File: src/design/bba_pkg.sv
// Shared types and codes for the buddy block allocator.
package bba_pkg;

  typedef enum logic [1:0] {
    KIND_FREE   = 2'd0,
    KIND_SPLIT  = 2'd1,
    KIND_ABSENT = 2'd2,
    KIND_OWNED  = 2'd3
  } kind_e;

  typedef enum logic [1:0] {
    ST_OK        = 2'd0,
    ST_NO_SPACE  = 2'd1,
    ST_NOT_FOUND = 2'd2,
    ST_BAD_ARG   = 2'd3
  } status_e;

  typedef enum logic {
    REQ_ALLOC = 1'b0,
    REQ_FREE  = 1'b1
  } req_e;

endpackage

File: src/design/bba_ram.sv
// Generic single write port, single read port RAM with registered read data.
module bba_ram #(
  parameter int Width = 8,
  parameter int Depth = 32
) (
  input  logic                     clk_i,
  input  logic                     we_i,
  input  logic [$clog2(Depth)-1:0] waddr_i,
  input  logic [Width-1:0]         wdata_i,
  input  logic                     re_i,
  input  logic [$clog2(Depth)-1:0] raddr_i,
  output logic [Width-1:0]         rdata_o
);

  logic [Width-1:0] mem [Depth];

  always_ff @(posedge clk_i) begin
    if (we_i) begin
      mem[waddr_i] <= wdata_i;
    end
    if (re_i) begin
      rdata_o <= mem[raddr_i];
    end
  end

endmodule

File: src/design/buddy_block_allocator_core.sv
// Buddy block allocator core: a binary buddy tree of 2^TREE_LEVELS-1 nodes in one node RAM.
//
// The region of TOTAL_UNITS units is kept as a complete binary tree whose nodes (kind and
// owner id) live in a single RAM with one write and one registered read port; each step
// of the sequencer reads or writes at most one node, and that port sets the timing. After
// reset a clearing pass writes every node, during which no word is accepted. One request
// is worked on at a time. An allocate decodes the word, reads the candidate nodes of its
// level in turn and climbs from an absent candidate through its ancestors (runs of
// candidates under one occupied ancestor are skipped together), splits each level down
// from the free ancestor it finds and then finishes. A free scans the nodes in index order
// at one node per cycle, then merges level by level while the buddy is free. A rejected
// word goes from decode straight to its result. A finished result waits in the output
// register while the next word is accepted.
module buddy_block_allocator_core #(
  parameter int TOTAL_UNITS = 64,
  parameter int TREE_LEVELS = 5,
  parameter int OWNER_BITS  = 8
) (
  input  logic       clk_i,
  input  logic       rst_ni,
  input  logic       in_valid_i,
  output logic       in_stall_o,
  input  logic       req_type_i,
  input  logic [6:0] request_size_i,
  input  logic [7:0] owner_id_i,
  output logic       out_valid_o,
  input  logic       out_stall_i,
  output logic [1:0] status_o,
  output logic [5:0] block_offset_o,
  output logic [6:0] block_size_o
);

  localparam int NodeCount = (1 << TREE_LEVELS) - 1;
  localparam int IW = TREE_LEVELS;
  localparam int DW = $clog2(TREE_LEVELS);
  localparam int UW = $clog2(TOTAL_UNITS + 1);
  localparam int RW = OWNER_BITS + 2;
  localparam logic [UW-1:0] TotalV = UW'(TOTAL_UNITS);
  localparam logic [IW-1:0] LastIdx = IW'(NodeCount - 1);

  typedef enum logic [3:0] {
    S_CLEAR, S_IDLE, S_DECODE, S_A_CAND, S_A_WAIT, S_A_SPLIT1, S_A_SPLIT2, S_A_OWN,
    S_F_SCAN, S_F_CHK, S_F_MWAIT, S_F_M2, S_F_M3, S_DONE
  } state_e;

  state_e                 state_q, state_d;
  logic                   req_q, req_d;
  logic [6:0]             size_q, size_d;
  logic [OWNER_BITS-1:0]  id_q, id_d;
  logic [DW-1:0]          d_q, d_d;
  logic [IW-1:0]          pos_q, pos_d;
  logic [IW-1:0]          cur_q, cur_d;
  logic [DW-1:0]          k_q, k_d;
  logic [IW-1:0]          anc_q, anc_d;
  logic [IW-1:0]          pick_q, pick_d;
  logic [IW-1:0]          scan_q, scan_d;
  logic                   rv_q, rv_d;
  logic [IW-1:0]          ridx_q, ridx_d;
  bba_pkg::status_e       st_q, st_d;
  logic                   out_valid_q, out_valid_d;
  logic [1:0]             status_q, status_d;
  logic [5:0]             off_q, off_d;
  logic [6:0]             bsz_q, bsz_d;

  logic                   we, re;
  logic [IW-1:0]          waddr, raddr;
  logic [RW-1:0]          wdata, rdata;
  bba_pkg::kind_e         rd_kind;
  logic [OWNER_BITS-1:0]  rd_owner;

  logic [OWNER_BITS+7:0]  id_wide;
  logic [OWNER_BITS-1:0]  id_in;
  logic [IW-1:0]          par, bud, first_idx, cand, skip_pos, hit_first;
  logic [DW-1:0]          lvl, hit_d;
  logic [UW-1:0]          sz;
  logic [IW+UW-1:0]       prod;
  logic [UW+6:0]          sz_ext;

  function automatic logic [DW-1:0] depth_of(input logic [IW-1:0] n);
    logic [DW-1:0] r;
    r = '0;
    for (int j = 1; j < TREE_LEVELS; j++) begin
      if (n >= IW'((1 << j) - 1)) begin
        r = DW'(j);
      end
    end
    return r;
  endfunction

  bba_ram #(
    .Width(RW),
    .Depth(NodeCount)
  ) u_nodes (
    .clk_i  (clk_i),
    .we_i   (we),
    .waddr_i(waddr),
    .wdata_i(wdata),
    .re_i   (re),
    .raddr_i(raddr),
    .rdata_o(rdata)
  );

  assign rd_kind  = bba_pkg::kind_e'(rdata[RW-1:OWNER_BITS]);
  assign rd_owner = rdata[OWNER_BITS-1:0];

  assign id_wide   = (OWNER_BITS + 8)'(owner_id_i);
  assign id_in     = id_wide[OWNER_BITS-1:0];
  assign par       = (cur_q - IW'(1)) >> 1;
  assign bud       = cur_q[0] ? cur_q + IW'(1) : cur_q - IW'(1);
  assign first_idx = (IW'(1) << d_q) - IW'(1);
  assign cand      = first_idx + pos_q;
  assign skip_pos  = ((pos_q >> k_q) + IW'(1)) << k_q;
  assign hit_d     = depth_of(ridx_q);
  assign hit_first = (IW'(1) << hit_d) - IW'(1);
  assign sz        = TotalV >> d_q;
  assign prod      = (IW + UW)'(pos_q) * (IW + UW)'(sz);
  assign sz_ext    = (UW + 7)'(sz);

  always_comb begin
    lvl = '0;
    for (int k = 1; k < TREE_LEVELS; k++) begin
      if (32'(TOTAL_UNITS >> k) >= 32'(size_q)) begin
        lvl = DW'(k);
      end
    end
  end

  assign in_stall_o = (state_q != S_IDLE);

  always_comb begin
    state_d     = state_q;
    req_d       = req_q;
    size_d      = size_q;
    id_d        = id_q;
    d_d         = d_q;
    pos_d       = pos_q;
    cur_d       = cur_q;
    k_d         = k_q;
    anc_d       = anc_q;
    pick_d      = pick_q;
    scan_d      = scan_q;
    rv_d        = rv_q;
    ridx_d      = ridx_q;
    st_d        = st_q;
    out_valid_d = out_valid_q;
    status_d    = status_q;
    off_d       = off_q;
    bsz_d       = bsz_q;
    we          = 1'b0;
    waddr       = cur_q;
    wdata       = '0;
    re          = 1'b0;
    raddr       = cur_q;

    if (out_valid_q && !out_stall_i) begin
      out_valid_d = 1'b0;
    end

    case (state_q)
      S_CLEAR: begin
        we     = 1'b1;
        waddr  = scan_q;
        wdata  = {(scan_q == '0) ? bba_pkg::KIND_FREE : bba_pkg::KIND_ABSENT,
                  {OWNER_BITS{1'b0}}};
        scan_d = scan_q + IW'(1);
        if (scan_q == LastIdx) begin
          state_d = S_IDLE;
        end
      end
      S_IDLE: begin
        if (in_valid_i) begin
          req_d   = req_type_i;
          size_d  = request_size_i;
          id_d    = id_in;
          state_d = S_DECODE;
        end
      end
      S_DECODE: begin
        if (id_q == '0) begin
          st_d    = bba_pkg::ST_BAD_ARG;
          state_d = S_DONE;
        end else if (req_q == bba_pkg::REQ_ALLOC) begin
          if (size_q == '0 || 32'(size_q) > 32'(TOTAL_UNITS)) begin
            st_d    = bba_pkg::ST_BAD_ARG;
            state_d = S_DONE;
          end else begin
            d_d     = lvl;
            pos_d   = '0;
            state_d = S_A_CAND;
          end
        end else begin
          scan_d  = '0;
          rv_d    = 1'b0;
          state_d = S_F_SCAN;
        end
      end
      S_A_CAND: begin
        if (pos_q >= (IW'(1) << d_q)) begin
          st_d    = bba_pkg::ST_NO_SPACE;
          state_d = S_DONE;
        end else begin
          re      = 1'b1;
          raddr   = cand;
          cur_d   = cand;
          k_d     = '0;
          state_d = S_A_WAIT;
        end
      end
      S_A_WAIT: begin
        case (rd_kind)
          bba_pkg::KIND_FREE: begin
            pick_d = cand;
            if (k_q == '0) begin
              state_d = S_A_OWN;
            end else begin
              anc_d   = cur_q;
              cur_d   = cand;
              state_d = S_A_SPLIT1;
            end
          end
          bba_pkg::KIND_ABSENT: begin
            if (cur_q == '0) begin
              pos_d   = skip_pos;
              state_d = S_A_CAND;
            end else begin
              re    = 1'b1;
              raddr = par;
              cur_d = par;
              k_d   = k_q + DW'(1);
            end
          end
          default: begin
            pos_d   = (k_q == '0) ? pos_q + IW'(1) : skip_pos;
            state_d = S_A_CAND;
          end
        endcase
      end
      S_A_SPLIT1: begin
        we      = 1'b1;
        waddr   = bud;
        wdata   = {bba_pkg::KIND_FREE, {OWNER_BITS{1'b0}}};
        state_d = S_A_SPLIT2;
      end
      S_A_SPLIT2: begin
        we      = 1'b1;
        waddr   = par;
        wdata   = {bba_pkg::KIND_SPLIT, {OWNER_BITS{1'b0}}};
        cur_d   = par;
        state_d = (par == anc_q) ? S_A_OWN : S_A_SPLIT1;
      end
      S_A_OWN: begin
        we      = 1'b1;
        waddr   = pick_q;
        wdata   = {bba_pkg::KIND_OWNED, id_q};
        st_d    = bba_pkg::ST_OK;
        state_d = S_DONE;
      end
      S_F_SCAN: begin
        if (rv_q && rd_kind == bba_pkg::KIND_OWNED && rd_owner == id_q) begin
          we      = 1'b1;
          waddr   = ridx_q;
          wdata   = {bba_pkg::KIND_FREE, {OWNER_BITS{1'b0}}};
          cur_d   = ridx_q;
          d_d     = hit_d;
          pos_d   = ridx_q - hit_first;
          rv_d    = 1'b0;
          st_d    = bba_pkg::ST_OK;
          state_d = S_F_CHK;
        end else if (rv_q && ridx_q == LastIdx) begin
          rv_d    = 1'b0;
          st_d    = bba_pkg::ST_NOT_FOUND;
          state_d = S_DONE;
        end else if (scan_q <= LastIdx) begin
          re     = 1'b1;
          raddr  = scan_q;
          rv_d   = 1'b1;
          ridx_d = scan_q;
          scan_d = scan_q + IW'(1);
        end else begin
          rv_d = 1'b0;
        end
      end
      S_F_CHK: begin
        if (cur_q == '0) begin
          state_d = S_DONE;
        end else begin
          re      = 1'b1;
          raddr   = bud;
          state_d = S_F_MWAIT;
        end
      end
      S_F_MWAIT: begin
        if (rd_kind == bba_pkg::KIND_FREE) begin
          we      = 1'b1;
          waddr   = cur_q;
          wdata   = {bba_pkg::KIND_ABSENT, {OWNER_BITS{1'b0}}};
          state_d = S_F_M2;
        end else begin
          state_d = S_DONE;
        end
      end
      S_F_M2: begin
        we      = 1'b1;
        waddr   = bud;
        wdata   = {bba_pkg::KIND_ABSENT, {OWNER_BITS{1'b0}}};
        state_d = S_F_M3;
      end
      S_F_M3: begin
        we      = 1'b1;
        waddr   = par;
        wdata   = {bba_pkg::KIND_FREE, {OWNER_BITS{1'b0}}};
        cur_d   = par;
        state_d = S_F_CHK;
      end
      S_DONE: begin
        if (!out_valid_q || !out_stall_i) begin
          out_valid_d = 1'b1;
          status_d    = st_q;
          if (st_q == bba_pkg::ST_OK) begin
            off_d = prod[5:0];
            bsz_d = sz_ext[6:0];
          end else begin
            off_d = '0;
            bsz_d = '0;
          end
          state_d = S_IDLE;
        end
      end
      default: begin
        state_d = S_IDLE;
      end
    endcase
  end

  always_ff @(posedge clk_i or negedge rst_ni) begin
    if (!rst_ni) begin
      state_q     <= S_CLEAR;
      req_q       <= 1'b0;
      size_q      <= '0;
      id_q        <= '0;
      d_q         <= '0;
      pos_q       <= '0;
      cur_q       <= '0;
      k_q         <= '0;
      anc_q       <= '0;
      pick_q      <= '0;
      scan_q      <= '0;
      rv_q        <= 1'b0;
      ridx_q      <= '0;
      st_q        <= bba_pkg::ST_OK;
      out_valid_q <= 1'b0;
      status_q    <= '0;
      off_q       <= '0;
      bsz_q       <= '0;
    end else begin
      state_q     <= state_d;
      req_q       <= req_d;
      size_q      <= size_d;
      id_q        <= id_d;
      d_q         <= d_d;
      pos_q       <= pos_d;
      cur_q       <= cur_d;
      k_q         <= k_d;
      anc_q       <= anc_d;
      pick_q      <= pick_d;
      scan_q      <= scan_d;
      rv_q        <= rv_d;
      ridx_q      <= ridx_d;
      st_q        <= st_d;
      out_valid_q <= out_valid_d;
      status_q    <= status_d;
      off_q       <= off_d;
      bsz_q       <= bsz_d;
    end
  end

  assign out_valid_o    = out_valid_q;
  assign status_o       = status_q;
  assign block_offset_o = off_q;
  assign block_size_o   = bsz_q;

endmodule
File: config.mk
export PLATFORM = sky130hd
export DESIGN_NAME = buddy_block_allocator_core
export DESIGN_NICKNAME = d
export VERILOG_FILES = /design/src/design/bba_pkg.sv /design/src/design/bba_ram.sv /design/src/design/buddy_block_allocator_core.sv
export SDC_FILE = /design/constraint.sdc
export NUM_CORES = 1
export LEC_CHECK = 0
export ABC_AREA = 1
export BUFFER_PORTS_ARGS = -buffer_cell sky130_fd_sc_hd__buf_4
export CAP_MARGIN = 20
export CORE_ASPECT_RATIO = 1.25
export CORE_UTILIZATION = 55
export CTS_CLUSTER_SIZE = 24
export DETAILED_ROUTE_END_ITERATION = 12
export GPL_ROUTABILITY_DRIVEN = 0
export PLACE_DENSITY = 0.71
export SYNTH_ARGS = -nofsm -noshare
export SYNTH_HDL_FRONTEND = slang
export SYNTH_SLANG_ARGS = --single-unit
File: constraint.sdc
create_clock -name clk_i -period 9.35 [get_ports clk_i]
set_input_delay 2.3375 -clock clk_i [delete_from_list [all_inputs] [get_ports clk_i]]
set_output_delay 2.3375 -clock clk_i [all_outputs]
set_load 0.01 [all_outputs]
# ---- Word level (Yosys, flattened, before mapping)
# Memory sizes are Yosys's and may differ from the RTL's. A register that Yosys moved wholly into a read port is not among the register bits.
# Cells that the tools add are included.
dict set report totals {
  regBits 75
  ramBits 310
  wordCells 220
  memories 1
}
dict set report op_classes {
  addsub 10
  n_mul 1
  n_lt_le_gt_ge 11
  eq_ne 42
  n_shift 5
  n_mux 91
  bitwise 3
  reduce_logical 38
}
# name depth width rd rd_clocked_by_memory_dff write_ports line
set memory_table {}
lappend memory_table {u_nodes.mem 31 10 1 1 1 bba_ram.sv:15} ;# logic [Width-1:0] mem [Depth];
# op n
set ops {}
lappend ops {{2-to-1 mux 5 bit} 21}
lappend ops {{case mux 4 bit (14 select lines)} 1}
lappend ops {{case mux 10 bit (5 select lines)} 1}
lappend ops {{2-to-1 mux 4 bit} 10}
lappend ops {{case mux 5 bit (4 select lines)} 2}
lappend ops {{2-to-1 mux 3 bit} 13}
lappend ops {{inequality test 2 bit (second input constant)} 16}
lappend ops {{case mux 5 bit (3 select lines)} 2}
lappend ops {{case mux 5 bit (5 select lines)} 1}
lappend ops {{== test 4 bit (second input constant)} 6}
lappend ops {{2-to-1 mux 2 bit} 11}
lappend ops {{adder 5 x 1 -> 5 bit (second input constant)} 4}
lappend ops {{case mux 5 bit (2 select lines)} 2}
lappend ops {{inequality test 3 bit (second input constant)} 6}
lappend ops {{2-to-1 mux 1 bit} 17}
lappend ops {{== test 4 x 3 -> 1 bit (second input constant)} 4}
lappend ops {{AND reduction 5 bit} 3}
lappend ops {{case mux 3 bit (2 select lines)} 2}
lappend ops {{== test 5 bit (second input constant)} 2}
lappend ops {{logical NOT 5 bit} 2}
lappend ops {{2-to-1 mux 10 bit} 1}
lappend ops {{<< shifter 1 x 3 -> 5 bit (first input constant)} 2}
lappend ops {{subtractor 5 x 2 -> 5 bit (second input constant)} 2}
lappend ops {{AND reduction 3 bit} 3}
lappend ops {{50 further kinds} 67}

# ---- Depth between registers and ports, before layout
dict set report depth {
  ltp_word 10
  mapped_depth 25
}

# ---- By module
# A second synthesis with hierarchy kept.
dict set report unflattened {
  hier_cells 2010
  area_unflattened_um2 19188.4
}
# mod instances cells_each area_per_inst_um2 seq_area_each_um2
set by_module_without_submodules {}
lappend by_module_without_submodules {bba_ram 1 1104 12978.7 9609.2}
lappend by_module_without_submodules {buddy_block_allocator_core 1 906 6209.7 1876.8}

# ---- Least setup slack after synthesis
# Ideal clock, no wire load.
dict set report synth_path {
  path_kind {register -> register}
  start {register d_q[1]}
  end {register off_q[5] (netlist: block_offset_o[5])}
  setup_time_ns 0.130
  t_arrival_ns 3.324
  required_time_ns 9.220
  path_slack_ns 5.896
  path_stages_with_launch 14
  synth_period_minus_slack_ns 3.454
  path_cell_list {dfrtp_1 inv_1 nor3_1 nand2_1 fa_1 inv_1 fa_1 fa_1 ha_1 a21oi_1 o21ai_0 xor2_1 xor2_1 o21ai_0}
}
dict set report synth_via {
  elab_chain_len 3
}
# item line
set synth_rtl {}
lappend synth_rtl {{start: declaration} buddy_block_allocator_core.sv:50} ;# logic [DW-1:0] d_q, d_d;
lappend synth_rtl {{start signal: assignment} buddy_block_allocator_core.sv:341} ;# d_q <= '0;
lappend synth_rtl {{start signal: assignment} buddy_block_allocator_core.sv:360} ;# d_q <= d_d;
lappend synth_rtl {{>> shifter 7 x 3 -> 7 bit} buddy_block_allocator_core.sv:115} ;# assign sz = TotalV >> d_q;
lappend synth_rtl {{multiplier 5 x 7 -> 6 bit} buddy_block_allocator_core.sv:116} ;# assign prod = (IW + UW)'(pos_q) * (IW + UW)'(sz);
lappend synth_rtl {{2-to-1 mux 6 bit} buddy_block_allocator_core.sv:319} ;# if (st_q == bba_pkg::ST_OK) begin
lappend synth_rtl {{end signal: assignment} buddy_block_allocator_core.sv:353} ;# off_q <= '0;
lappend synth_rtl {{end signal: assignment} buddy_block_allocator_core.sv:372} ;# off_q <= off_d;
lappend synth_rtl {{end: declaration} buddy_block_allocator_core.sv:62} ;# logic [5:0] off_q, off_d;
# No other way between the ends.
# A chain may end at the register's enable or synchronous reset.

# ---- Worst setup path in the final report
dict set report layout_path {
  start {register d_q[1]}
  end {register u_nodes.rdata_o[1] (read register of u_nodes.mem), data pin}
}
dict set report layout_via {
  elab_chain_len 5
}
# item line
set layout_rtl {}
lappend layout_rtl {{<< shifter 1 x 3 -> 5 bit (*)} {buddy_block_allocator_core.sv:110, buddy_block_allocator_core.sv:198}}
lappend layout_rtl {{subtractor 5 x 2 -> 5 bit} buddy_block_allocator_core.sv:110} ;# assign first_idx = (IW'(1) << d_q) - IW'(1);
lappend layout_rtl {{adder 5 bit} buddy_block_allocator_core.sv:111} ;# assign cand = first_idx + pos_q;
lappend layout_rtl {{2-to-1 mux 5 bit} -}
lappend layout_rtl {{case mux 5 bit (4 select lines)} buddy_block_allocator_core.sv:159} ;# case (state_q)
lappend layout_rtl {{end: declaration} bba_ram.sv:12} ;# output logic [Width-1:0] rdata_o
# Mark *: on every way between the ends. The rest lies on a longest branch, timed or not.

==> impl_summary.txt <==
----------------------------------------------------
[Synthesis]
  Proportion of synthesized area in mux cells ... 0.227%
  Cell count after synthesis ... 2137
  Post-synthesis area per instance ... 9.29 um2
  Number of warnings reported in the yosys synthesis log ... 0
  Adder-cell share of the synthesized area ... 2.87%
  Synthesized netlist net count ... 2199
  Compound-Gate Fraction of Synth Area ... 5.34%
  Part of the Yosys area used for sequential elements ... 57.8%
  Area share of xor/xnor cells in the synthesized design ... 1.10%
  Netlist area before placement ... 0.0199 mm2
  Synth async-reset ratio ... 19.0%
  Top FF cell, synth ... edfxtp_1
  Number of storage elements in the synthesis netlist ... 395
  Basic-gate share of the synthesized area counting and, or, nand and nor cells ... 25.3%
  Library cells used by synthesis ... 53
  Number of flops mapped to enable cells by yosys ... 320
  Dominant combinational cell family by area after synthesis ... simple AND/OR/NAND/NOR gates

[CTS]
  CTS H-tree depth ... 2
  Sinks on the clock net ... 395
  Number of CTS-inserted buffers ... 41
  Setup repair bufs after CTS ... 0
  TritonCTS clock tree ... yes
  Number of cells upsized or downsized after cts ... 0
  Clock transition at path regs ... 0.06 ns
  Hold-fix buffers at CTS ... 0
  Buffer type at the clock tree root ... clkbuf_16
  Clock network latency to the later pin of the worst-skew pair ... 0.57 ns
  Clock tree buffer depth ... 3

[Die]
  Initial cell density of the core ... 56.0%
  Die footprint ... 0.0369 mm2
  Cell Rows ... 77
  I/O pin total ... 37
  Die outline height ... 214 um
  Die Span X ... 172 um
  Area inside the core boundary ... 0.0355 mm2

[Placement]
  Dpl hpwl ... 34.7 mm
  Post-Place Cell Area ... 0.0205 mm2
  Placed cell count ... 2575
  IO buf count ... 36

[Worst setup path]
  Cell breakdown of the critical path ... inv_1 -> nor3_1 -> inv_1 -> ha_1 -> inv_1 -> nand2_1 -> nor2_1 -> nand2_1 -> nand3_1 -> nand2_1 -> nand2_1 -> nor2_1 -> nor2_1 -> nand2_4 -> nand2_4 -> buf_4 -> nand2_1 -> nand3_1 -> nand3_1 -> nand3_1 -> nand2_1 -> nand2_1 -> nand2_1
  Largest fanout of any net on the critical path ... 81
  Signal arrival time at the worst endpoint ... 6.01 ns
  Slowest stage cell on the critical path ... nand2_4
  Number of buffer and inverter instances along the worst setup path ... 4
  Worst Setup Path Type ... flip-flop to flip-flop
  Top delay family on crit path ... simple AND/OR/NAND/NOR gates
  Critical Path Start Type ... flip-flop
  Endpoint required time on the critical path ... 9.66 ns
  Stages on the worst setup path ... 23
  CP dominant cell by count ... nand2_1
  Endpoint kind of the worst setup timing path ... flip-flop
  Critical path startpoint ... d_q[1]
  Peak per-stage delay on the critical path ... 0.79 ns
  Reg2reg path depth ... 23
  Reg2reg start ... d_q[1]

[GRT]
  Overall routing resource usage ... 30.6%
  GR Layer Usage met2 ... 49.2%
  Number of global-route vias before repair ... 15.2k
  Met3 GRT Util ... 5.08%
  Pin count of the biggest net entering global routing ... 85
  Wire length of the first global-routing pass ... 85.5 mm
  Antenna violations before repair ... 0
  Total global routing overflow ... 0
  Global routing usage on met1 ... 37.3%
  GR peak layer ... met2

[Routing]
  Drt drc ... 0
  Number of detailed-route iterations in the first pass ... 6
  Detailed-route vias per instance ... 5.90
  Drt first-iter violations ... 1579
  Average routed wire per standard cell ... 20.7 um
  Routed wire length ... 54.7 mm
  Vias ... 15.6k
  Number of routed nets with antenna violations ... 0

[STA]
  Timing-limited maximum frequency ... 175 MHz
  Final-report setup violation count ... 0
  Final critical-path required period ... 5.71 ns
  Max Slew Vio Count ... 0
  Total Neg Setup Slack ... 0 ns
  Count of endpoints failing hold in the final timing report ... 0
  Final clock skew ... 0.0245 ns
  Tightest Pin Transition ... 1.08 ns
  Headroom to the max-slew limit ... 28.0%
  Worst slack on hold paths ... 0.490 ns
  Unrepaired setup endpoints after global routing ... no
  Share of the clock period used by the worst path ... 61.1%

[Job]
  Count of maximum capacitance violations ... 0

[Layout]
  Non-Filler Instances ... 2646
  Area of all placed cells without fillers ... 0.0218 mm2
  Number of fill cells in the layout ... 3001
  Register area ... 0.0115 mm2
  Synth-to-Final Area Change ... 9.75%
  Net total in the final layout ... 2208
  Area occupied by multi-input gates ... 0.00699 mm2
  Fraction of final layout cells sized beyond drive strength 1 ... 7.69%
  Number of antenna repair diodes ... 0

[Min path]
  Path category of the worst min-delay check ... flip-flop to flip-flop
  Worst hold path depth ... 1
  HP Start ... block_offset_o[0]

[Run status]
  Result of the run ... finished, final reports clean

----------------------------------------------------
==> synthesized netlist by cell type, drive strengths merged, types with 5 or more instances <==
cell | count | share of area [%]
o221ai | 5 | 0.22
xor2 | 21 | 0.93
a21oi | 41 | 1.1
nand4 | 11 | 0.35
a22oi | 6 | 0.23
fa | 6 | 0.60
o22ai | 8 | 0.25
dfrtp | 75 | 9.5
or2 | 11 | 0.35
nand2 | 500 | 9.6
buf | 55 | 1.4
edfxtp | 320 | 48
clkbuf | 35 | 0.67
nor2 | 149 | 2.9
nand3b | 40 | 1.5
ha | 36 | 2.3
o211ai | 11 | 0.42
nand3 | 395 | 10
inv | 275 | 5.2
nor3 | 16 | 0.43
o21ai | 75 | 1.9
o2111ai | 6 | 0.26
==> registers in the layout, summed over array words and instances, names as in the netlist <==
signal           flops
anc_q                5
block_offset_o       6
block_size_o         7
cur_q                5
d_q                  3
id_q                 8
k_q                  3
out_valid_o          1
pick_q               5
pos_q                5
req_q                1
ridx_q               5
rv_q                 1
scan_q               5
size_q               7
st_q                 2
state_q              4
status_o             2
u_nodes.mem        310
u_nodes.rdata_o     10
==> logic make-up after synthesis <==
kind of cell	after synthesis
AND/OR/NAND/NOR	1127
AO/OA/AOI/OAI	175
XOR/XNOR	25
flip-flops	395
adder cells (fa/ha/maj)	42
multiplexers	4
buffers and inverters	369
==> worst reg2reg max path, cell delays in order, from the launching register on <==
cell and delay [ns]:
dfrtp_1 0.41, inv_1 0.11, nor3_1 0.37, inv_1 0.17, ha_1 0.31, inv_1 0.11, nand2_1 0.06, nor2_1 0.08
nand2_1 0.10, nand3_1 0.32, nand2_1 0.11, nand2_1 0.12, nor2_1 0.05, nor2_1 0.21, nand2_4 0.45, nand2_4 0.80
buf_4 0.80, nand2_1 0.16, nand3_1 0.11, nand3_1 0.18, nand3_1 0.14, nand2_1 0.12, nand2_1 0.10, nand2_1 0.07
==> final cells by class <==
class / instances / area share (%)
clock buffer: 53 / 5.06
clock inverter: 16 / 0.637
inverter: 279 / 4.80
multi-input combinational: 1373 / 32.1
sequential: 395 / 52.7
tap: 474 / 2.72
timing repair buffer: 56 / 2.02
==> placed cells by master (no fill, tap or decap), types with 10 or more instances in the layout <==
cell type / instances
nand2_1: 492
edfxtp_1: 320
o21ai_0: 72
clkbuf_16: 42
nand3_1: 393
xor2_1: 21
ha_1: 36
a21oi_1: 40
inv_2: 13
dfrtp_1: 75
nand3b_1: 40
buf_4: 55
o211ai_1: 11
nor2_1: 132
nor2_2: 16
inv_1: 262
nand4_1: 11
clkbuf_1: 10
nor3_1: 14
==> through the flow <==
step | util [%] | setup WS [ns]
detailed placement | 57.9 | 3.85
CTS | 61.4 | 3.77
finish | 61.5 | 3.64
floorplan | - | 5.90
global route | 61.5 | 3.20
global placement | 57.9 | 3.96
==> metal layers <==
layer,vias up,share of wire (%),wire (um)
met4,0,7.3,3980
met3,246,7.9,4330
li1,7219,-,-
met5,-,0,0
met2,871,48,26400
met1,7279,37,20000
==> path summary, 6_finish.rpt <==
path / to / slack [ns]
worst min register to register: block_offset_o[0] / 0.49
worst max-delay path: u_nodes.rdata_o[1] / 3.64
worst min-delay path: block_offset_o[0] / 0.49
min in group asynchronous: anc_q[4] / 1.60
worst max register to register: u_nodes.rdata_o[1] / 3.64
max in group asynchronous: scan_q[2] / 7.18
Power is not shown: default switching activity piles up to over one toggle a cycle in this logic, so the estimate is an artifact.
